### src/ascii_number_parser_core_defines.svh
// Assertion macros for the ASCII number parser.
`ifndef ASCII_NUMBER_PARSER_CORE_DEFINES_SVH
`define ASCII_NUMBER_PARSER_CORE_DEFINES_SVH

// Same-cycle implication, disabled while reset is asserted.
`define ANP_ASSERT_NOW(label, clk, rstn, ante, cons, msg) \
  label: assert property (@(posedge clk) disable iff (!(rstn)) (ante) |-> (cons)) \
    else $error(msg);

// Next-cycle implication, disabled while reset is asserted.
`define ANP_ASSERT_NEXT(label, clk, rstn, ante, cons, msg) \
  label: assert property (@(posedge clk) disable iff (!(rstn)) (ante) |=> (cons)) \
    else $error(msg);

`endif

### src/anp_pkg.sv
// Shared types, constants and digit decode for the ASCII number parser.
`default_nettype none

package anp_pkg;

  localparam int unsigned COUNT_WIDTH = 16;
  localparam int unsigned VALUE_WIDTH = 64;
  localparam int unsigned OUT_COUNT_WIDTH = 16;

  localparam logic [7:0] CHAR_ZERO  = 8'h30;
  localparam logic [7:0] CHAR_NINE  = 8'h39;
  localparam logic [7:0] CHAR_LOW_X = 8'h78;
  localparam logic [7:0] CHAR_LOW_A = 8'h61;
  localparam logic [7:0] CHAR_LOW_F = 8'h66;
  localparam logic [7:0] CHAR_UP_A  = 8'h41;
  localparam logic [7:0] CHAR_UP_F  = 8'h46;

  typedef enum logic [2:0] {
    PH_IDLE,
    PH_ZERO,
    PH_X,
    PH_DEC,
    PH_HEX,
    PH_START
  } phase_e;

  typedef struct packed {
    logic   emit;
    logic   hex;
    phase_e phase;
  } step_ctl_t;

  typedef struct packed {
    logic       ok;
    logic [3:0] val;
  } digit_t;

  function automatic digit_t dec_digit(input logic [7:0] b);
    digit_t d;
    d.ok  = (b >= CHAR_ZERO) && (b <= CHAR_NINE);
    d.val = 4'(b - CHAR_ZERO);
    return d;
  endfunction

  function automatic digit_t hex_digit(input logic [7:0] b);
    digit_t d;
    d = dec_digit(b);
    if (!d.ok) begin
      if ((b >= CHAR_LOW_A) && (b <= CHAR_LOW_F)) begin
        d.ok  = 1'b1;
        d.val = 4'(b - CHAR_LOW_A) + 4'd10;
      end else if ((b >= CHAR_UP_A) && (b <= CHAR_UP_F)) begin
        d.ok  = 1'b1;
        d.val = 4'(b - CHAR_UP_A) + 4'd10;
      end
    end
    return d;
  endfunction

endpackage

`default_nettype wire

### src/anp_step.sv
// One parse step: next phase, value and count for a byte, and the emit decision.
`default_nettype none

module anp_step #(
  parameter int unsigned CountWidth = anp_pkg::COUNT_WIDTH
) (
  input  wire logic [7:0]                        byte_i,
  input  wire logic                              first_i,
  input  wire logic                              last_i,
  input  wire anp_pkg::phase_e                   phase_i,
  input  wire logic [anp_pkg::VALUE_WIDTH-1:0]   value_i,
  input  wire logic [CountWidth-1:0]             count_i,
  output anp_pkg::step_ctl_t                     ctl_o,
  output logic      [anp_pkg::VALUE_WIDTH-1:0]   value_o,
  output logic      [CountWidth-1:0]             count_o
);

  anp_pkg::phase_e                 ph;
  anp_pkg::digit_t                 dd;
  anp_pkg::digit_t                 hd;
  logic [anp_pkg::VALUE_WIDTH-1:0] val_base;
  logic [anp_pkg::VALUE_WIDTH-1:0] dec_next;
  logic [anp_pkg::VALUE_WIDTH-1:0] hex_next;
  logic [CountWidth-1:0]           cnt_base;
  logic [CountWidth-1:0]           cnt_inc;

  always_comb begin
    ph       = first_i ? anp_pkg::PH_START : phase_i;
    val_base = first_i ? '0 : value_i;
    cnt_base = first_i ? '0 : count_i;
    dd       = anp_pkg::dec_digit(byte_i);
    hd       = anp_pkg::hex_digit(byte_i);
    dec_next = (val_base << 3) + (val_base << 1)
             + anp_pkg::VALUE_WIDTH'(dd.val);
    hex_next = {val_base[anp_pkg::VALUE_WIDTH-5:0], hd.val};
    cnt_inc  = (&cnt_base) ? cnt_base : cnt_base + CountWidth'(1);

    ctl_o.emit  = 1'b0;
    ctl_o.hex   = 1'b0;
    ctl_o.phase = ph;
    value_o     = val_base;
    count_o     = cnt_base;

    unique case (ph)
      anp_pkg::PH_START: begin
        if (byte_i == anp_pkg::CHAR_ZERO) begin
          count_o     = CountWidth'(1);
          ctl_o.phase = anp_pkg::PH_ZERO;
          ctl_o.emit  = last_i;
        end else if (dd.ok) begin
          value_o     = anp_pkg::VALUE_WIDTH'(dd.val);
          count_o     = CountWidth'(1);
          ctl_o.phase = anp_pkg::PH_DEC;
          ctl_o.emit  = last_i;
        end else begin
          ctl_o.emit = 1'b1;
        end
      end
      anp_pkg::PH_ZERO: begin
        if (byte_i == anp_pkg::CHAR_LOW_X) begin
          ctl_o.phase = anp_pkg::PH_X;
          ctl_o.emit  = last_i;
        end else if (dd.ok) begin
          value_o     = dec_next;
          count_o     = cnt_inc;
          ctl_o.phase = anp_pkg::PH_DEC;
          ctl_o.emit  = last_i;
        end else begin
          ctl_o.emit = 1'b1;
        end
      end
      anp_pkg::PH_X: begin
        ctl_o.hex = 1'b1;
        if (hd.ok) begin
          value_o     = anp_pkg::VALUE_WIDTH'(hd.val);
          count_o     = CountWidth'(3);
          ctl_o.phase = anp_pkg::PH_HEX;
          ctl_o.emit  = last_i;
        end else begin
          count_o    = CountWidth'(2);
          ctl_o.emit = 1'b1;
        end
      end
      anp_pkg::PH_DEC: begin
        if (dd.ok) begin
          value_o    = dec_next;
          count_o    = cnt_inc;
          ctl_o.emit = last_i;
        end else begin
          ctl_o.emit = 1'b1;
        end
      end
      anp_pkg::PH_HEX: begin
        ctl_o.hex = 1'b1;
        if (hd.ok) begin
          value_o    = hex_next;
          count_o    = cnt_inc;
          ctl_o.emit = last_i;
        end else begin
          ctl_o.emit = 1'b1;
        end
      end
      default: begin
        ctl_o.phase = anp_pkg::PH_IDLE;
      end
    endcase

    if (ctl_o.emit) begin
      ctl_o.phase = anp_pkg::PH_IDLE;
    end
  end

endmodule

`default_nettype wire

### src/ascii_number_parser_core.sv
// ASCII integer parser: decimal or 0x-prefixed hex, one byte per word, top level.
//
// Input stream: one ASCII byte per word in s_axis_tdata_i, tuser marks the
// first byte of a parse, tlast the last byte of the region. A parse that
// begins with "0x" and has a third byte is read as hex, otherwise decimal.
// It ends at the first non-digit (that byte is dropped) or at the last byte.
// Output stream: one word per finished parse with the value (mod 2^64) and the
// saturating count of consumed bytes in tdata, and the hex flag in tuser.
// Bytes after a finished parse are dropped until the next first mark; a first
// mark during a parse abandons it without output.
// Throughput: one byte per cycle while the receiver does not stall. The byte is
// held in an input register, and the step logic (a 64-bit shift-add) updates the
// state and loads the output register that offers the result word.
// When the receiver stalls, the output word holds and the input register
// fills; tready drops only when both are occupied.
// Reset clears the parse state and both valid flags; no parse is active.
`default_nettype none

`include "ascii_number_parser_core_defines.svh"

module ascii_number_parser_core #(
  parameter int unsigned CountWidth = anp_pkg::COUNT_WIDTH
) (
  input  wire logic        clk_i,
  input  wire logic        rst_ni,
  input  wire logic        s_axis_tvalid_i,
  output      logic        s_axis_tready_o,
  input  wire logic [7:0]  s_axis_tdata_i,   // [7:0] data_byte
  input  wire logic        s_axis_tuser_i,   // [0] first_byte
  input  wire logic        s_axis_tlast_i,   // last_byte
  output      logic        m_axis_tvalid_o,
  input  wire logic        m_axis_tready_i,
  output      logic [79:0] m_axis_tdata_o,   // [63:0] parsed_value, [79:64] consumed_count
  output      logic        m_axis_tuser_o    // [0] was_hex
);

  logic                            in_valid_q;
  logic [7:0]                      byte_q;
  logic                            first_q;
  logic                            last_q;
  anp_pkg::phase_e                 phase_q;
  logic [anp_pkg::VALUE_WIDTH-1:0] value_q;
  logic [CountWidth-1:0]           count_q;
  logic                            out_valid_q;
  logic [anp_pkg::VALUE_WIDTH-1:0] out_value_q;
  logic [anp_pkg::OUT_COUNT_WIDTH-1:0] out_count_q;
  logic                            out_hex_q;

  anp_pkg::step_ctl_t              ctl;
  logic [anp_pkg::VALUE_WIDTH-1:0] value_d;
  logic [CountWidth-1:0]           count_d;
  logic [CountWidth+anp_pkg::OUT_COUNT_WIDTH-1:0] count_ext;
  logic                            advance;
  logic                            step_en;
  logic                            in_acc;

  assign advance         = !out_valid_q || m_axis_tready_i;
  assign step_en         = in_valid_q && advance;
  assign s_axis_tready_o = !in_valid_q || advance;
  assign in_acc          = s_axis_tvalid_i && s_axis_tready_o;
  assign count_ext       = {{anp_pkg::OUT_COUNT_WIDTH{1'b0}}, count_d};

  anp_step #(
    .CountWidth(CountWidth)
  ) u_step (
    .byte_i  (byte_q),
    .first_i (first_q),
    .last_i  (last_q),
    .phase_i (phase_q),
    .value_i (value_q),
    .count_i (count_q),
    .ctl_o   (ctl),
    .value_o (value_d),
    .count_o (count_d)
  );

  always_ff @(posedge clk_i or negedge rst_ni) begin
    if (!rst_ni) begin
      in_valid_q  <= 1'b0;
      out_valid_q <= 1'b0;
      phase_q     <= anp_pkg::PH_IDLE;
      value_q     <= '0;
      count_q     <= '0;
    end else begin
      if (in_acc) begin
        in_valid_q <= 1'b1;
      end else if (advance) begin
        in_valid_q <= 1'b0;
      end
      if (advance) begin
        out_valid_q <= step_en && ctl.emit;
      end
      if (step_en) begin
        phase_q <= ctl.phase;
        value_q <= value_d;
        count_q <= count_d;
      end
    end
  end

  always_ff @(posedge clk_i) begin
    if (in_acc) begin
      byte_q  <= s_axis_tdata_i;
      first_q <= s_axis_tuser_i;
      last_q  <= s_axis_tlast_i;
    end
    if (step_en && ctl.emit) begin
      out_value_q <= value_d;
      out_count_q <= count_ext[anp_pkg::OUT_COUNT_WIDTH-1:0];
      out_hex_q   <= ctl.hex;
    end
  end

  assign m_axis_tvalid_o = out_valid_q;
  assign m_axis_tdata_o  = {out_count_q, out_value_q};
  assign m_axis_tuser_o  = out_hex_q;

  `ANP_ASSERT_NEXT(a_in_hold, clk_i, rst_ni, in_valid_q && !advance,
    in_valid_q && $stable(byte_q) && $stable(first_q), "input word lost while stalled")
  `ANP_ASSERT_NOW(a_zero_state, clk_i, rst_ni, phase_q == anp_pkg::PH_ZERO,
    value_q == '0 && count_q == CountWidth'(1), "leading zero state inconsistent")
  `ANP_ASSERT_NOW(a_prefix_state, clk_i, rst_ni, phase_q == anp_pkg::PH_X,
    value_q == '0, "value nonzero after hex prefix")

endmodule

`default_nettype wire

### config.mk
export PLATFORM = sky130hd
export DESIGN_NAME = ascii_number_parser_core
export DESIGN_NICKNAME = d
export VERILOG_FILES = /design/src/anp_pkg.sv /design/src/anp_step.sv /design/src/ascii_number_parser_core.sv
export VERILOG_INCLUDE_DIRS = /design/src /design/src/src
export SDC_FILE = /design/constraint.sdc
export NUM_CORES = 1
export LEC_CHECK = 0
export BUFFER_PORTS_ARGS = -buffer_cell sky130_fd_sc_hd__buf_2
export CAP_MARGIN = 20
export CORE_MARGIN = 2
export CORE_UTILIZATION = 62
export CTS_CLUSTER_DIAMETER = 80
export CTS_CLUSTER_SIZE = 40
export DETAILED_ROUTE_END_ITERATION = 8
export PLACE_DENSITY = 0.86
export SYNTH_ARGS = -nofsm -noshare
export SYNTH_HDL_FRONTEND = slang
export SYNTH_SLANG_ARGS = --single-unit
export TNS_END_PERCENT = 30
### constraint.sdc
create_clock -name clk_i -period 6.1 [get_ports clk_i]
set_input_delay 0.305 -clock clk_i [delete_from_list [all_inputs] [get_ports clk_i]]
set_output_delay 0.305 -clock clk_i [all_outputs]
set_load 0.02 [all_outputs]
==> out/qor.log, run 1 <==
qor: run_status.run_status complete, no violations
qor: timing.final_critical_path_setup_slack 682 ps
qor: logic_synthesis.synthTopCellsByCount 228 x sky130_fd_sc_hd__nand2_1, 127 x sky130_fd_sc_hd__ha_1, 93 x sky130_fd_sc_hd__a21oi_1, 91 x sky130_fd_sc_hd__edfxtp_1, 85 x sky130_fd_sc_hd__dfrtp_1
qor: global_routing.grt-ovfl-total 0
qor: finish.seq_area 0.00486 mm^2
qor: global_routing.groute.usage.overall 0.323
qor: logic_synthesis.synth.most_common_cell sky130_fd_sc_hd__nand2_1
qor: min_path.hold_path_startpoint s_axis_tdata_i[4]
qor: floorplanning.chipWidth 149 um
qor: logic_synthesis.netlist.area_leader.share 0.211
qor: clock_tree.htree_num_levels 4
qor: timing.final.period_utilization 0.888
qor: finish.proportion_of_layout_cells_with_a_drive_suffix_above_1 0.122
qor: setup_path.required_time_at_the_endpoint_of_the_critical_path 6300 ps
qor: logic_synthesis.postSynthAreaPerCell 9.08 um^2
qor: route.antenna_left 0
qor: logic_synthesis.synth_seq_cells 176
qor: finish.nets 1624
qor: logic_synthesis.synthCells 1428
qor: timing.timing_worst_slew_pin_value 1100 ps
qor: finish.final.fill_count 1525
qor: global_routing.grt_start_max_net_pins 68
qor: floorplanning.row_count 52
qor: placement.post-place-ws 908 ps
qor: finish.n_antenna_cell 0
qor: logic_synthesis.synth_enable_flop_cells 91
qor: logic_synthesis.ys.warnings.count 0
qor: floorplanning.floorplan.initialDensity 0.636
qor: power_and_ir_drop.power 2890 uW
qor: floorplanning.die_area 0.0221 mm^2
qor: route.avgViaCountPerCell 6.70
qor: logic_synthesis.synth_flop_cell sky130_fd_sc_hd__edfxtp_1
qor: placement.port-buffer-count 96
qor: setup_path.worst_r2r_path_depth 15
qor: clock_tree.clk_pin_slew_worst_paths 70 ps
qor: timing.final-setup-viol-count 0
qor: global_routing.antenna_found_initial 0
qor: logic_synthesis.synth_top_area_cell sky130_fd_sc_hd__edfxtp_1
qor: power_and_ir_drop.p_int 1990 uW
qor: setup_path.critical_path.startpoint_type flip-flop
qor: timing.clock-skew-final 9.14 ps
qor: flow_run.max_cap_viol_count 0
qor: timing.final-max-slew-violation-count 0
qor: floorplanning.core 0.0204 mm^2
qor: setup_path.largest_fanout_on_the_critical_path 17
qor: min_path.min_delay_worst_endpoint byte_q[4]
qor: timing.post-route-min-period 5420 ps
qor: logic_synthesis.yosys.cell_types.count 78
qor: power_and_ir_drop.static-leakage-power 0.00667 uW
qor: clock_tree.insertion_delay 450 ps
qor: placement.dp_cells 1732
qor: clock_tree.cts_root_buf sky130_fd_sc_hd__clkbuf_16
qor: clock_tree.postCtsResizedCells 0
qor: power_and_ir_drop.worst_ir_drop_vdd 185 uV
qor: power_and_ir_drop.share_seq_of_total_power 0.472
qor: route.initialDrtViolationCount 1443
qor: clock_tree.tritoncts_num_sinks 176
qor: setup_path.worst_case_register_to_register_setup_slack 680 ps
qor: setup_path.r2r_end out_value_q[63]
qor: route.first_pass_iters 7
qor: logic_synthesis.asyncSetResetFlopFracSynth 0.483
qor: timing.slew-limit-headroom 0.268
qor: logic_synthesis.synth_sequential_area_ratio 0.375
qor: placement.detailed_place_hpwl 25.1 mm
qor: floorplanning.die-height 149 um
qor: finish.syn2layout_area_growth 9.45%
qor: power_and_ir_drop.share_comb_of_total_power 0.153
qor: finish.final_cells 1765
qor: min_path.worstHoldPathCells 1
qor: logic_synthesis.mappedNetlistArea 0.0130 mm^2
qor: global_routing.grt_first_pass_wirelength 57.0 mm
qor: route.routed-via-count 11800
qor: global_routing.first_global_vias 11300
qor: route.post-route-drc-count 0
qor: route.wl_per_cell 20.1 um
qor: route.drt_wl_total 35.4 mm
qor: clock_tree.cts_made_buffers 17
qor: power_and_ir_drop.powerDensity 203 mW/mm^2
qor: timing.clock.fmax 185 MHz
qor: timing.finalHoldViolations 0
qor: floorplanning.pin_count 97
qor: setup_path.worst_setup_path_end_kind flip-flop
qor: logic_synthesis.synth.area.top_cells sky130_fd_sc_hd__edfxtp_1 21%, sky130_fd_sc_hd__dfrtp_1 16%, sky130_fd_sc_hd__ha_1 12%
qor: power_and_ir_drop.net_switching_power 891 uW
qor: setup_path.path_class reg2reg
qor: placement.place_congestion 1.02
qor: finish.multi_input_area 0.00769 mm^2
qor: logic_synthesis.syn-num-nets 1570
qor: setup_path.arrival 5610 ps
qor: timing.setup_repair_after_global_routing_missed_its_margin no
qor: clock_tree.cts_tree done
qor: power_and_ir_drop.clkPwrFrac 0.375
qor: min_path.hold_path_class in2reg
qor: timing.finalSetupTns 0 ps
qor: power_and_ir_drop.power_switching_share 0.309
qor: clock_tree.cts_max_path_buffers 2
qor: setup_path.critical_path.reg2reg.startpoint first_q
-- sequential cells by signal (all words and copies together), names as in the netlist, 3 cells and up --
signal,count
phase_q,3
value_q,64
count_q,16
out_value_q,64
byte_q,8
out_count_q,16
-- routing by layer --
layer / track usage / routed length [um] / vias to the layer above / part of all wire
li1: - / - / 5395 / -
met1: 0.415 / 14100 / 5618 / 0.40
met2: 0.534 / 17000 / 687 / 0.48
met3: 0.0583 / 3030 / 134 / 0.085
met4: 0.149 / 1400 / 0 / 0.039
met5: 0 / 0 / - / 0
-- metrics by stage --
stage	utilization	instance area (um^2)	hold WS, ps
after detailed placement	0.668	13600	244
after global placement	0.668	13600	241
after CTS	0.697	14200	20.4
after global routing	0.697	14200	17.5
after floorplan	-	13000	9.41
final	0.697	14200	22.8
-- final cells by class --
class | instances | area share
clock buffer | 17 | 0.0300
clock inverter | 15 | 0.0106
multi-input combinational | 1139 | 0.542
tap | 270 | 0.0238
inverter | 40 | 0.0107
sequential | 176 | 0.343
timing repair buffer | 108 | 0.0406
-- power by group through the flow --
stage | clock network, uW | logic (uW) | registers (uW)
floorplan | 0 | 236 | 1440
global placement | 0 | 420 | 1380
detailed placement | 0 | 431 | 1380
CTS | 1090 | 435 | 1360
global route | 1140 | 471 | 1370
finish | 1080 | 441 | 1360
-- critical path, stage by stage, from the launching register on --
cell and delay (ps):
sky130_fd_sc_hd__edfxtp_1 350, sky130_fd_sc_hd__clkinv_1 530, sky130_fd_sc_hd__nand2_1 340, sky130_fd_sc_hd__inv_1 150
sky130_fd_sc_hd__ha_1 300, sky130_fd_sc_hd__ha_1 440, sky130_fd_sc_hd__nand4_1 250, sky130_fd_sc_hd__nor4_1 680
sky130_fd_sc_hd__a22oi_1 250, sky130_fd_sc_hd__a2111oi_0 510, sky130_fd_sc_hd__a211oi_1 170, sky130_fd_sc_hd__o21ai_1 380
sky130_fd_sc_hd__a31oi_1 200, sky130_fd_sc_hd__xnor2_1 170, sky130_fd_sc_hd__a222oi_1 370, sky130_fd_sc_hd__inv_1 90
-- cell families (layout without fill, tap and decap cells) --
family          count (synthesis)  after routing  synth area share
simple gates                  499            499             0.182
compound gates                425            425             0.222
flops                         176            176             0.375
fa+ha+maj                     128            128             0.124
buf+inv                       113            180            0.0333
xor+xnor                       59             59            0.0399
mux                            28             28            0.0239
-- layout by cell type (no fill, tap or decap), drive strengths merged, types with 6 or more instances in the layout --
master and instances:
o31ai 13, xor2 26, o21a 8, a31o 6, clkbuf 17, o21bai 14
and3 9, a211oi 7, buf 107, edfxtp 91, mux2 24, and2 20
nand3 21, or3 9, nand4 19, o221ai 7, xnor2 33, a222oi 12
a21o 37, nor2b 70, o21ai 102, a31oi 12, a221o 12, nor3 17
a21oi 94, inv 44, a22oi 30, nor2 72, nand2b 7, nand3b 6
o211ai 7, a21boi 6, nand2 229, dfrtp 85, clkinv 10, a221oi 9
ha 127
-- repair_timing --
item	CTS	global route
buffers inserted	0	0
endpoints found under the hold margin	28	0
hold buffers	1	0
-- how the worst max path moves through the flow --
stage                     startpoint         endpoint
after global routing         first_q  out_value_q[63]
after floorplan              first_q  out_value_q[58]
after global placement       first_q  out_value_q[63]
after CTS                    first_q  out_value_q[63]
after detailed placement     first_q  out_value_q[63]
final                        first_q  out_value_q[63]
Power figures use the tool's default switching activity.
==> inputs of run 2 (changes only) <==
--- a/config.mk
+++ b/config.mk
@@ -14,5 +14,7 @@
 export CTS_CLUSTER_SIZE = 40
 export DETAILED_ROUTE_END_ITERATION = 8
+export GPL_TIMING_DRIVEN = 0
 export PLACE_DENSITY = 0.86
+export REMOVE_ABC_BUFFERS = 1
 export SYNTH_ARGS = -nofsm -noshare
 export SYNTH_HDL_FRONTEND = slang
==> constraint.sdc (replaced) <==
create_clock -name clk_i -period 6.1 [get_ports clk_i]
set_input_delay 0.61 -clock clk_i [delete_from_list [all_inputs] [get_ports clk_i]]
set_output_delay 0.61 -clock clk_i [all_outputs]
set_load 0.02 [all_outputs]
==> run 2 against run 1 <==
Net effect:
- via count decreased by 1.8%
- design area increased by 1.3%
- global-route usage up 0.21 points
- sequential share of layout area shrank 0.43 points
- total power hardly changed
- critical path depth is the same
- utilization grew 0.88 points
- register-to-register slack got worse by 300 ps
- critical path type unchanged
==> out/qor.log, run 2 (synthesized netlist as in run 1, its figures left out) <==
qor: run_status.run_status complete, no violations
qor: setup_path.required_time_at_the_endpoint_of_the_critical_path 6270 ps
qor: power_and_ir_drop.static-leakage-power 0.00672 uW
qor: global_routing.grt_start_max_net_pins 59
qor: setup_path.worst_stage_delay_on_the_critical_path 790 ps
qor: placement.port-buffer-count 96
qor: clock_tree.cts_tree done
qor: timing.final-setup-viol-count 0
qor: flow_run.max_cap_viol_count 0
qor: timing.clock.fmax 175 MHz
qor: finish.final_cells 1764
qor: setup_path.critical_path_buf_inv_count 3
qor: finish.syn2layout_area_growth 10.8%
qor: finish.top_regs out_value_q: 64 flops, value_q: 64 flops
qor: route.drt_wl_total 35.8 mm
qor: clock_tree.clk_pin_slew_worst_paths 80 ps
qor: clock_tree.cts_max_path_buffers 2
qor: placement.place_congestion 0.967
qor: timing.final_critical_path_setup_slack 382 ps
qor: route.post-route-drc-count 0
qor: finish.n_antenna_cell 0
qor: setup_path.timing.critical_path.cells clkinvlp_4, nand2_1, inv_1, ha_1, ha_1, nand2_1, o21ai_0, a211oi_1, nor4_1, o31ai_2, o41ai_2, a21oi_1, xnor2_1, a222oi_1, inv_1
qor: floorplanning.core 0.0204 mm^2
qor: clock_tree.htree_num_levels 4
qor: setup_path.worst_setup_path_end_kind flip-flop
qor: timing.setup_repair_after_global_routing_missed_its_margin no
qor: placement.dpl_cell_area 0.0138 mm^2
qor: setup_path.critical_path.startpoint_type flip-flop
qor: finish.proportion_of_layout_cells_with_a_drive_suffix_above_1 0.123
qor: power_and_ir_drop.worst_ir_drop_vdd 160 uV
qor: global_routing.groute.usage.overall 0.325
qor: clock_tree.cts_root_buf sky130_fd_sc_hd__clkbuf_16
qor: placement.detailed_place_hpwl 26.0 mm
qor: timing.final.period_utilization 0.937
qor: timing.clock-skew-final 10.4 ps
qor: setup_path.path_class reg2reg
qor: setup_path.arrival 5890 ps
qor: clock_tree.post_cts_hold_buffer_count 0
qor: route.wl_per_cell 20.3 um
qor: floorplanning.chipWidth 149 um
qor: route.initialDrtViolationCount 1275
qor: route.avgViaCountPerCell 6.59
qor: power_and_ir_drop.powerDensity 201 mW/mm^2
qor: floorplanning.die_area 0.0221 mm^2
qor: route.antenna_left 0
qor: route.first_pass_iters 5
qor: clock_tree.insertion_delay 440 ps
qor: setup_path.critPathTopFamily compound AO/OA/AOI/OAI gates
qor: placement.post-place-ws 319 ps
qor: floorplanning.die-height 149 um
qor: global_routing.first_global_vias 11100
qor: floorplanning.floorplan.initialDensity 0.636
qor: route.routed-via-count 11600
qor: finish.final_cell_area 0.0144 mm^2
qor: global_routing.antenna_found_initial 0
qor: placement.dp_cells 1732
qor: finish.final_common_cell sky130_fd_sc_hd__nand2_1
qor: clock_tree.tritoncts_num_sinks 176
qor: clock_tree.cts_made_buffers 17
qor: timing.slew-limit-headroom 0.273
qor: setup_path.largest_fanout_on_the_critical_path 17
qor: global_routing.grt-ovfl-total 0
qor: timing.timing_worst_slew_pin_value 1090 ps
qor: floorplanning.row_count 52
qor: timing.post-route-min-period 5720 ps
qor: setup_path.crit_slowest_cell sky130_fd_sc_hd__edfxtp_1
qor: finish.most-common-layout-cells 227 x sky130_fd_sc_hd__nand2_1, 127 x sky130_fd_sc_hd__ha_1, 95 x sky130_fd_sc_hd__buf_2
qor: finish.nets 1623
qor: timing.final-max-slew-violation-count 0
qor: min_path.hold_path_class in2async
qor: global_routing.grt_first_pass_wirelength 56.9 mm
qor: timing.finalHoldViolations 0
qor: floorplanning.pin_count 97
run 2: changes by cell type in the layout (fill, tap and decap cells not counted), sizes merged:
cell | before | now
clkinvlp | 1 | 3
clkinv | 10 | 5
dlygate4sd3 | 1 | 0
inv | 44 | 47
run 2: layer usage:
metal	up-vias	track usage	part of all wire
met4	0	0.113	0.030
met3	105	0.0613	0.079
met2	567	0.524	0.46
met1	5556	0.443	0.43
li1	5396	-	-
met5	-	0	0
run 2: timing repair:
item | in CTS | in global routing
hold endpoints to repair | 0 | 0
buffers inserted | 0 | 0
setup endpoints to repair | 0 | 4
gates resized for setup | 0 | 2
run 2: cell type report:
cell class | instances | area, um^2
clock inverters | 15 | 123
well taps | 270 | 338
inverters | 40 | 156
clock buffers | 17 | 425
fillers | 1564 | 6000
multi-input cells | 1139 | 7700
repair buffers | 107 | 763
flip-flops and latches | 176 | 4860
run 2: where the power goes:
part	switching [uW]	total, uW	internal (uW)
Sequential	34.7	1360	1330
Clock	524	1060	535
Combinational	322	466	144
Total	881	2890	2010
run 2: final timing paths:
check | slack [ps] | to | from | depth (start not counted)
setup / recovery | 380 | out_value_q[54] | first_q | 15
hold / removal | 100 | value_q[35] | rst_ni | 1
setup reg to reg | 380 | out_value_q[54] | first_q | 15
hold reg to reg | 470 | value_q[30] | value_q[30] | 2
max in group asynchronous | 5320 | value_q[23] | rst_ni | 2
min in group clk_i | 340 | byte_q[2] | s_axis_tdata_i[2] | 1
run 2: through the flow:
step                hold WS, ps  total power, uW  setup TNS (ps)   util
finish                     97.2             2890               0  0.705
global route                119             2980               0  0.705
CTS                         104             2890               0  0.705
detailed placement          455             1840               0  0.678
global placement            446             1800         -289720  0.663
floorplan                   314             1660               0      -
